`src/hsec_pkg.sv`:
```
// Shared types, constants and bit-placement functions for the Hamming SEC codec.
`default_nettype none

package hsec_pkg;

  localparam int MAX_DATA_BITS = 57;
  localparam int CW_BITS       = 63;
  localparam int CHK_BITS      = 6;
  localparam int DB_W          = 6;

  typedef logic [CW_BITS-1:0]       cw_t;
  typedef logic [MAX_DATA_BITS-1:0] data_t;
  typedef logic [CHK_BITS-1:0]      chk_t;
  typedef logic [DB_W-1:0]          db_t;

  // Configuration register indexes
  typedef enum logic [0:0] {
    CFG_DATA_BITS  = 1'b0,
    CFG_PARITY_ODD = 1'b1
  } cfg_idx_t;

  // Operation codes
  typedef enum logic [0:0] {
    FUNC_ENCODE  = 1'b0,
    FUNC_CORRECT = 1'b1
  } func_t;

  // Context carried down the pipeline with each word
  typedef struct packed {
    func_t        func;
    logic         odd;
    logic [2:0]   nchk;
    db_t          total;
  } ctx_t;

  function automatic logic is_pow2(input int p);
    return (p & (p - 1)) == 0;
  endfunction

  // Data bit k goes to the k-th non-power-of-two position
  function automatic cw_t scatter(input data_t d);
    cw_t cw;
    int  k;
    cw = '0;
    k  = 0;
    for (int p = 1; p <= CW_BITS; p++) begin
      if (!is_pow2(p)) begin
        cw[p-1] = d[k];
        k++;
      end
    end
    return cw;
  endfunction

  function automatic data_t gather(input cw_t cw);
    data_t d;
    int    k;
    d = '0;
    k = 0;
    for (int p = 1; p <= CW_BITS; p++) begin
      if (!is_pow2(p)) begin
        d[k] = cw[p-1];
        k++;
      end
    end
    return d;
  endfunction

  // Positions covered by check bit i
  function automatic cw_t group_mask(input int i);
    cw_t m;
    for (int p = 1; p <= CW_BITS; p++) begin
      m[p-1] = ((p >> i) & 1) != 0;
    end
    return m;
  endfunction

  // Mask of the low n bits, n up to 63
  function automatic cw_t low_mask(input db_t n);
    logic [63:0] m;
    m = ~(64'hFFFF_FFFF_FFFF_FFFF << n);
    return m[CW_BITS-1:0];
  endfunction

endpackage

`default_nettype wire

```
`src/hamming_sec_encode_correct_top.sv`:
```
// Top level of the pipelined Hamming SEC encoder and corrector.
//
//  channel  | handshake                 | payload
//  ---------+---------------------------+------------------------------------------
//  input    | start, busy               | func, word
//  result   | done (one-cycle strobe)   | codeword, data_out, syndrome, corrected,
//           |                           | bad_syndrome
//  config   | cfg_valid, cfg_ready      | cfg_index, cfg_data
//
// One word per cycle; each result is registered through the stages below.
// Stages: input masking and data placement, check-bit XOR trees, correction
// and data extraction into the output registers.
// busy stays low: the result side never stalls, so no stage ever holds.
// rst (synchronous) clears the stage valid bits and sets 11 data bits, even parity.
`default_nettype none

module hamming_sec_encode_correct_top (
  input  wire logic                   clk,
  input  wire logic                   rst,
  input  wire logic                   start,
  output logic                        busy,
  input  wire logic                   func,
  input  wire logic [62:0]            word,
  output logic                        done,
  output logic [62:0]                 codeword,
  output logic [56:0]                 data_out,
  output logic [5:0]                  syndrome,
  output logic                        corrected,
  output logic                        bad_syndrome,
  input  wire logic                   cfg_valid,
  output logic                        cfg_ready,
  input  wire logic                   cfg_index,
  input  wire logic [5:0]             cfg_data
);
  import hsec_pkg::*;

  // Configuration registers
  db_t  dlen;
  logic parity_odd;

  assign cfg_ready = 1'b1;
  assign busy      = 1'b0;

  always_ff @(posedge clk) begin
    if (rst) begin
      dlen       <= db_t'(11);
      parity_odd <= 1'b0;
    end else if (cfg_valid && cfg_ready) begin
      unique case (cfg_idx_t'(cfg_index))
        CFG_DATA_BITS:  dlen       <= cfg_data;
        CFG_PARITY_ODD: parity_odd <= cfg_data[0];
      endcase
    end
  end

  // Effective length and check count
  db_t        d_eff;
  logic [2:0] nchk;
  db_t        total;

  always_comb begin
    if (dlen == '0) begin
      d_eff = db_t'(1);
    end else if (dlen > db_t'(MAX_DATA_BITS)) begin
      d_eff = db_t'(MAX_DATA_BITS);
    end else begin
      d_eff = dlen;
    end
    if (d_eff <= db_t'(1)) begin
      nchk = 3'd2;
    end else if (d_eff <= db_t'(4)) begin
      nchk = 3'd3;
    end else if (d_eff <= db_t'(11)) begin
      nchk = 3'd4;
    end else if (d_eff <= db_t'(26)) begin
      nchk = 3'd5;
    end else begin
      nchk = 3'd6;
    end
    total = d_eff + db_t'(nchk);
  end

  // Stage 1: mask the input and place data bits
  logic  s1_valid;
  cw_t   s1_cw;
  ctx_t  s1_ctx;
  cw_t   s1_cw_next;
  data_t enc_data;
  cw_t   len_mask;

  always_comb begin
    len_mask = low_mask(d_eff);
    enc_data = data_t'(word) & len_mask[MAX_DATA_BITS-1:0];
    if (func_t'(func) == FUNC_ENCODE) begin
      s1_cw_next = scatter(enc_data);
    end else begin
      s1_cw_next = word & low_mask(total);
    end
  end

  always_ff @(posedge clk) begin
    if (rst) begin
      s1_valid <= 1'b0;
    end else begin
      s1_valid <= start && !busy;
    end
  end

  always_ff @(posedge clk) begin
    s1_cw  <= s1_cw_next;
    s1_ctx <= '{func: func_t'(func), odd: parity_odd, nchk: nchk, total: total};
  end

  // Stage 2: group parities, giving check bits or syndrome
  logic s2_valid;
  cw_t  s2_cw;
  ctx_t s2_ctx;
  chk_t s2_chk;
  chk_t chk_next;

  always_comb begin
    for (int i = 0; i < CHK_BITS; i++) begin
      chk_next[i] = (^(s1_cw & group_mask(i)) ^ s1_ctx.odd) && (i < int'(s1_ctx.nchk));
    end
  end

  always_ff @(posedge clk) begin
    if (rst) begin
      s2_valid <= 1'b0;
    end else begin
      s2_valid <= s1_valid;
    end
  end

  always_ff @(posedge clk) begin
    s2_cw  <= s1_cw;
    s2_ctx <= s1_ctx;
    s2_chk <= chk_next;
  end

  // Stage 3: insert check bits or correct, then extract data
  cw_t  cw_fix;
  chk_t syn_next;
  logic bad_next;
  logic corr_next;

  always_comb begin
    cw_fix    = s2_cw;
    syn_next  = '0;
    bad_next  = 1'b0;
    corr_next = 1'b0;
    if (s2_ctx.func == FUNC_ENCODE) begin
      for (int i = 0; i < CHK_BITS; i++) begin
        cw_fix[(1 << i) - 1] = s2_chk[i];
      end
    end else begin
      syn_next = s2_chk;
      if (s2_chk > s2_ctx.total) begin
        bad_next = 1'b1;
      end else if (s2_chk != '0) begin
        corr_next = 1'b1;
        cw_fix    = s2_cw ^ (cw_t'(1) << (s2_chk - chk_t'(1)));
      end
    end
  end

  always_ff @(posedge clk) begin
    if (rst) begin
      done <= 1'b0;
    end else begin
      done <= s2_valid;
    end
  end

  always_ff @(posedge clk) begin
    codeword     <= cw_fix;
    data_out     <= gather(cw_fix);
    syndrome     <= syn_next;
    corrected    <= corr_next;
    bad_syndrome <= bad_next;
  end

endmodule

`default_nettype wire

```
`config.mk`:
```
export PLATFORM = sky130hd
export DESIGN_NAME = hamming_sec_encode_correct_top
export DESIGN_NICKNAME = d
export VERILOG_FILES = /design/src/hsec_pkg.sv /design/src/hamming_sec_encode_correct_top.sv
export SDC_FILE = /design/constraint.sdc
export NUM_CORES = 1
export LEC_CHECK = 0
export BUFFER_PORTS_ARGS = -buffer_cell sky130_fd_sc_hd__buf_2
export CAP_MARGIN = 15
export CORE_ASPECT_RATIO = 1.2
export CORE_UTILIZATION = 55
export DETAILED_ROUTE_END_ITERATION = 7
export HOLD_SLACK_MARGIN = 0.1
export PLACE_DENSITY_LB_ADDON = 0.2
export REMOVE_ABC_BUFFERS = 1
export SYNTH_ARGS = -nofsm -noshare
export SYNTH_HDL_FRONTEND = slang
export SYNTH_SLANG_ARGS = --single-unit
```
`constraint.sdc`:
```
create_clock -name clk -period 4.3 [get_ports clk]
set_input_delay 0.645 -clock clk [delete_from_list [all_inputs] [get_ports clk]]
set_output_delay 0.645 -clock clk [all_outputs]
set_load 0.1 [all_outputs]
```
==> impl_metrics.env <==
export IMPL_fin_crit_sh_pct=94.2
export IMPL_fmaxAchievable_mhz=247
export IMPL_internal_power_uw=4220
export IMPL_synth_seq_cells=231
export IMPL_final_util_pct=64.5
export IMPL_port_buffers=203
export IMPL_multi_input_area_um2=4410
export IMPL_power_switching_uw=3120
export IMPL_synth_cell_types=61
export IMPL_gp_congestion=1.06
export IMPL_p_comb_share_pct=39.6
export IMPL_clkSinkCount=231
export IMPL_path_depth=11
export IMPL_synth_commonest_cells="dfxtp_1, xnor2_1, nand2_1"
export IMPL_die_h_um=148
export IMPL_drcViolationCount=0
export IMPL_ff_latch_area_um2=4620
export IMPL_critical_path_class="reg -> reg"
export IMPL_tns_ns=0
export IMPL_clkSlewWorstSetupHoldPaths_ns=0.07
export IMPL_chipWidth_um=124
export IMPL_synth_edff_count=0
export IMPL_grt_pass1_wl_um=44200
export IMPL_hold_start="cfg_data[3]"
export IMPL_hold_class="in -> reg"
export IMPL_seqPwrFrac_pct=35.6
export IMPL_period_needed_ns=4.05
export IMPL_final_layout_size_suffix_gt1_share_pct=23.4
export IMPL_finalClockSkew_ns=0.0209
export IMPL_path_max_fanout=18
export IMPL_postSynthAreaPerCell_um2=9.54
export IMPL_area_growth_syn_to_layout_pct=15.2
export IMPL_critPathArrivalTime_ns=4.41
export IMPL_r2r_start="dlen[4]"
export IMPL_fin_nets=1250
export IMPL_p_leak_uw=0.00488
export IMPL_p_clk_share_pct=24.8
export IMPL_worst_r2r_setup_slack_ns=0.25
export IMPL_synth_seq_area_share_pct=47.4
export IMPL_clock_path_buffers=3
export IMPL_stdcell_count=1397
export IMPL_drv_cap=0
export IMPL_grt_overflow=0
export IMPL_dp_cells=1360
export IMPL_ctsHoldBuffers=0
export IMPL_cts_setup_buffers=0
export IMPL_cp_startpoint="dlen[4]"
export IMPL_status="finished, final reports clean"
export IMPL_antenna_found_initial=0
export IMPL_total_power_uw=7340
export IMPL_yosys_warnings=0
export IMPL_start_util_pct=56.0
export IMPL_synth_cells=1024
export IMPL_critPathCaptureType="flop"
export IMPL_ios=206
export IMPL_netlist_area_um2=9770
export IMPL_track_usage_pct=33.2
export IMPL_reg2reg_depth=11
export IMPL_synth_most_common_cell="dfxtp_1"
export IMPL_core_um2=17400
export IMPL_cp_endpoint="s1_cw[19]"
export IMPL_power_density_nw_per_um2=652
export IMPL_post_drt_wl_per_cell_um=21.6
export IMPL_dieArea_um2=18300
export IMPL_cp_start_kind="flop"
export IMPL_rsz0062_at_grt="no"
export IMPL_h_tree_depth=1
export IMPL_antenna_cells=0
export IMPL_crit_chain="or2_2 > nor2_1 > nand2_1 > ha_1 > a21o_1 > a21boi_0 > nor2_1 > clkinv_1 > buf_4 > o311ai_0 > o21ai_0"
export IMPL_maxSlewHeadroom_pct=39.3
export IMPL_slowest_delay_ns=0.53
export IMPL_via_count=7757
export IMPL_routed_wl_um=30100
export IMPL_fp_row_count=53
export IMPL_clock_latency_ns=0.51
export IMPL_fillerInstances=1473
export IMPL_finalSetupViolations=0
export IMPL_slew_violations=0
export IMPL_crit_buf_inv=2
export IMPL_cts_buffers=23
export IMPL_cts_tree="yes"
export IMPL_synthFlopType="dfxtp_1"
export IMPL_async_flop_share_pct=0
export IMPL_grt_max_degree=40
export IMPL_p_sw_share_pct=42.5
export IMPL_synth_top_area_share_pct=47.4
export IMPL_synth_area_top_cells="dfxtp_1, xnor2_1, buf_4, nand2_1, o21ai_0"
export IMPL_ant_nets=0
export IMPL_cp_slowest_cell="ha_1"
export IMPL_drtPass1Iterations=5
export IMPL_worstPathRequired_ns=4.66
export IMPL_finalHoldViolCount=0
export IMPL_synth_area_leader_cell="dfxtp_1"
export IMPL_cts_resized=0
export IMPL_preCtsSetupSlack_ns=0.406
export IMPL_ir_drop_mv=0.337
export IMPL_worstMarginPinSlew_ns=0.907
export IMPL_reg2reg_to="s1_cw[19]"
export IMPL_grt_pass1_vias=7466
export IMPL_crit_family="simple AND/OR/NAND/NOR gates"
export IMPL_setup_ws_ns=0.251
export IMPL_root_buffer="clkbuf_16"
export IMPL_dp_hpwl_um=23800
export IMPL_avgViaCountPerCell=5.55
export IMPL_drtIter0Drc=676
export IMPL_cpMostUsedCell="nor2_1"
==> cell families (layout without fill, tap and decap cells) <==
group           after synthesis  after routing  synth area share, %
compound gates              203            203                 13.6
xor+xnor                    177            177                 16.9
fa+ha+maj                    13             13                 1.67
buf+inv                     134            287                 7.48
flops                       231            231                 47.4
mux                           3              3                0.308
other cells                   2              2               0.0769
simple gates                261            261                 12.6
==> sequential cells by signal (all words and copies together) (netlist names) <==
signal / count
s2_ctx: 7
syndrome: 6
s1_valid: 1
corrected: 1
done: 1
parity_odd: 1
bad_syndrome: 1
s2_chk: 6
s2_cw: 63
dlen: 6
s1_ctx: 11
codeword: 28
s1_cw: 63
s2_valid: 1
data_out: 35
==> per-layer routing <==
layer | vias up | routed length, µm | track usage, %
met5 | - | 0 | 0
met4 | 0 | 1940 | 20.1
li1 | 3646 | - | -
met1 | 3570 | 11500 | 39.3
met2 | 432 | 14500 | 56.1
met3 | 109 | 2200 | 4.51
==> worst min path at each step <==
| stage | slack (ns) | cells after the start | to |
|---|---|---|---|
| final | 0.33 | 2 | dlen[3] |
| after global placement | 0.32 | 0 | s2_ctx[0] |
| after floorplan | 0.31 | 0 | s2_ctx[0] |
| after CTS | 0.33 | 2 | dlen[3] |
| after detailed placement | 0.32 | 0 | s2_ctx[5] |
| after global routing | 0.34 | 2 | dlen[3] |
==> final cells by class <==
cell class                 count  area share [%]
sequential                   231            41.1
clock buffer                  29            5.49
timing repair buffer         223            10.4
clock inverter                 8           0.478
tap                          220            2.45
multi-input combinational    659            39.2
inverter                      27           0.901
==> cell usage in the layout, fill, tap and decap left out, types with 8 or more instances in the layout <==
cell       count
clkbuf_16     23
o21ai_0       66
and2_1        10
o22ai_1       10
xnor2_1      141
xor2_1        29
nor2b_1       10
o211ai_1      20
nand2_1      114
a21o_1         9
dfxtp_1      231
nand2b_1       8
ha_1           9
nand3_1       23
buf_4         20
nor3_1         9
nor2_1        53
buf_2        203
inv_1         24
a21oi_1       39
==> metrics by stage <==
stage	hold slack [ns]	cell area [µm²]
2_1_floorplan	0.310	9140
3_3_place_gp	0.315	10600
3_5_place_dp	0.320	10600
4_1_cts	0.327	11300
5_1_grt	0.344	11300
6_report	0.335	11300
==> power groups by stage <==
stage          sequential [µW]  clock (µW)  combinational (µW)
3_5_place_dp              2660           0                2880
5_1_grt                   2640        1930                3060
4_1_cts                   2610        1840                2890
2_1_floorplan             3670           0                1200
6_report                  2610        1820                2910
3_3_place_gp              2650           0                2860
Power figures use the tool's default switching activity.
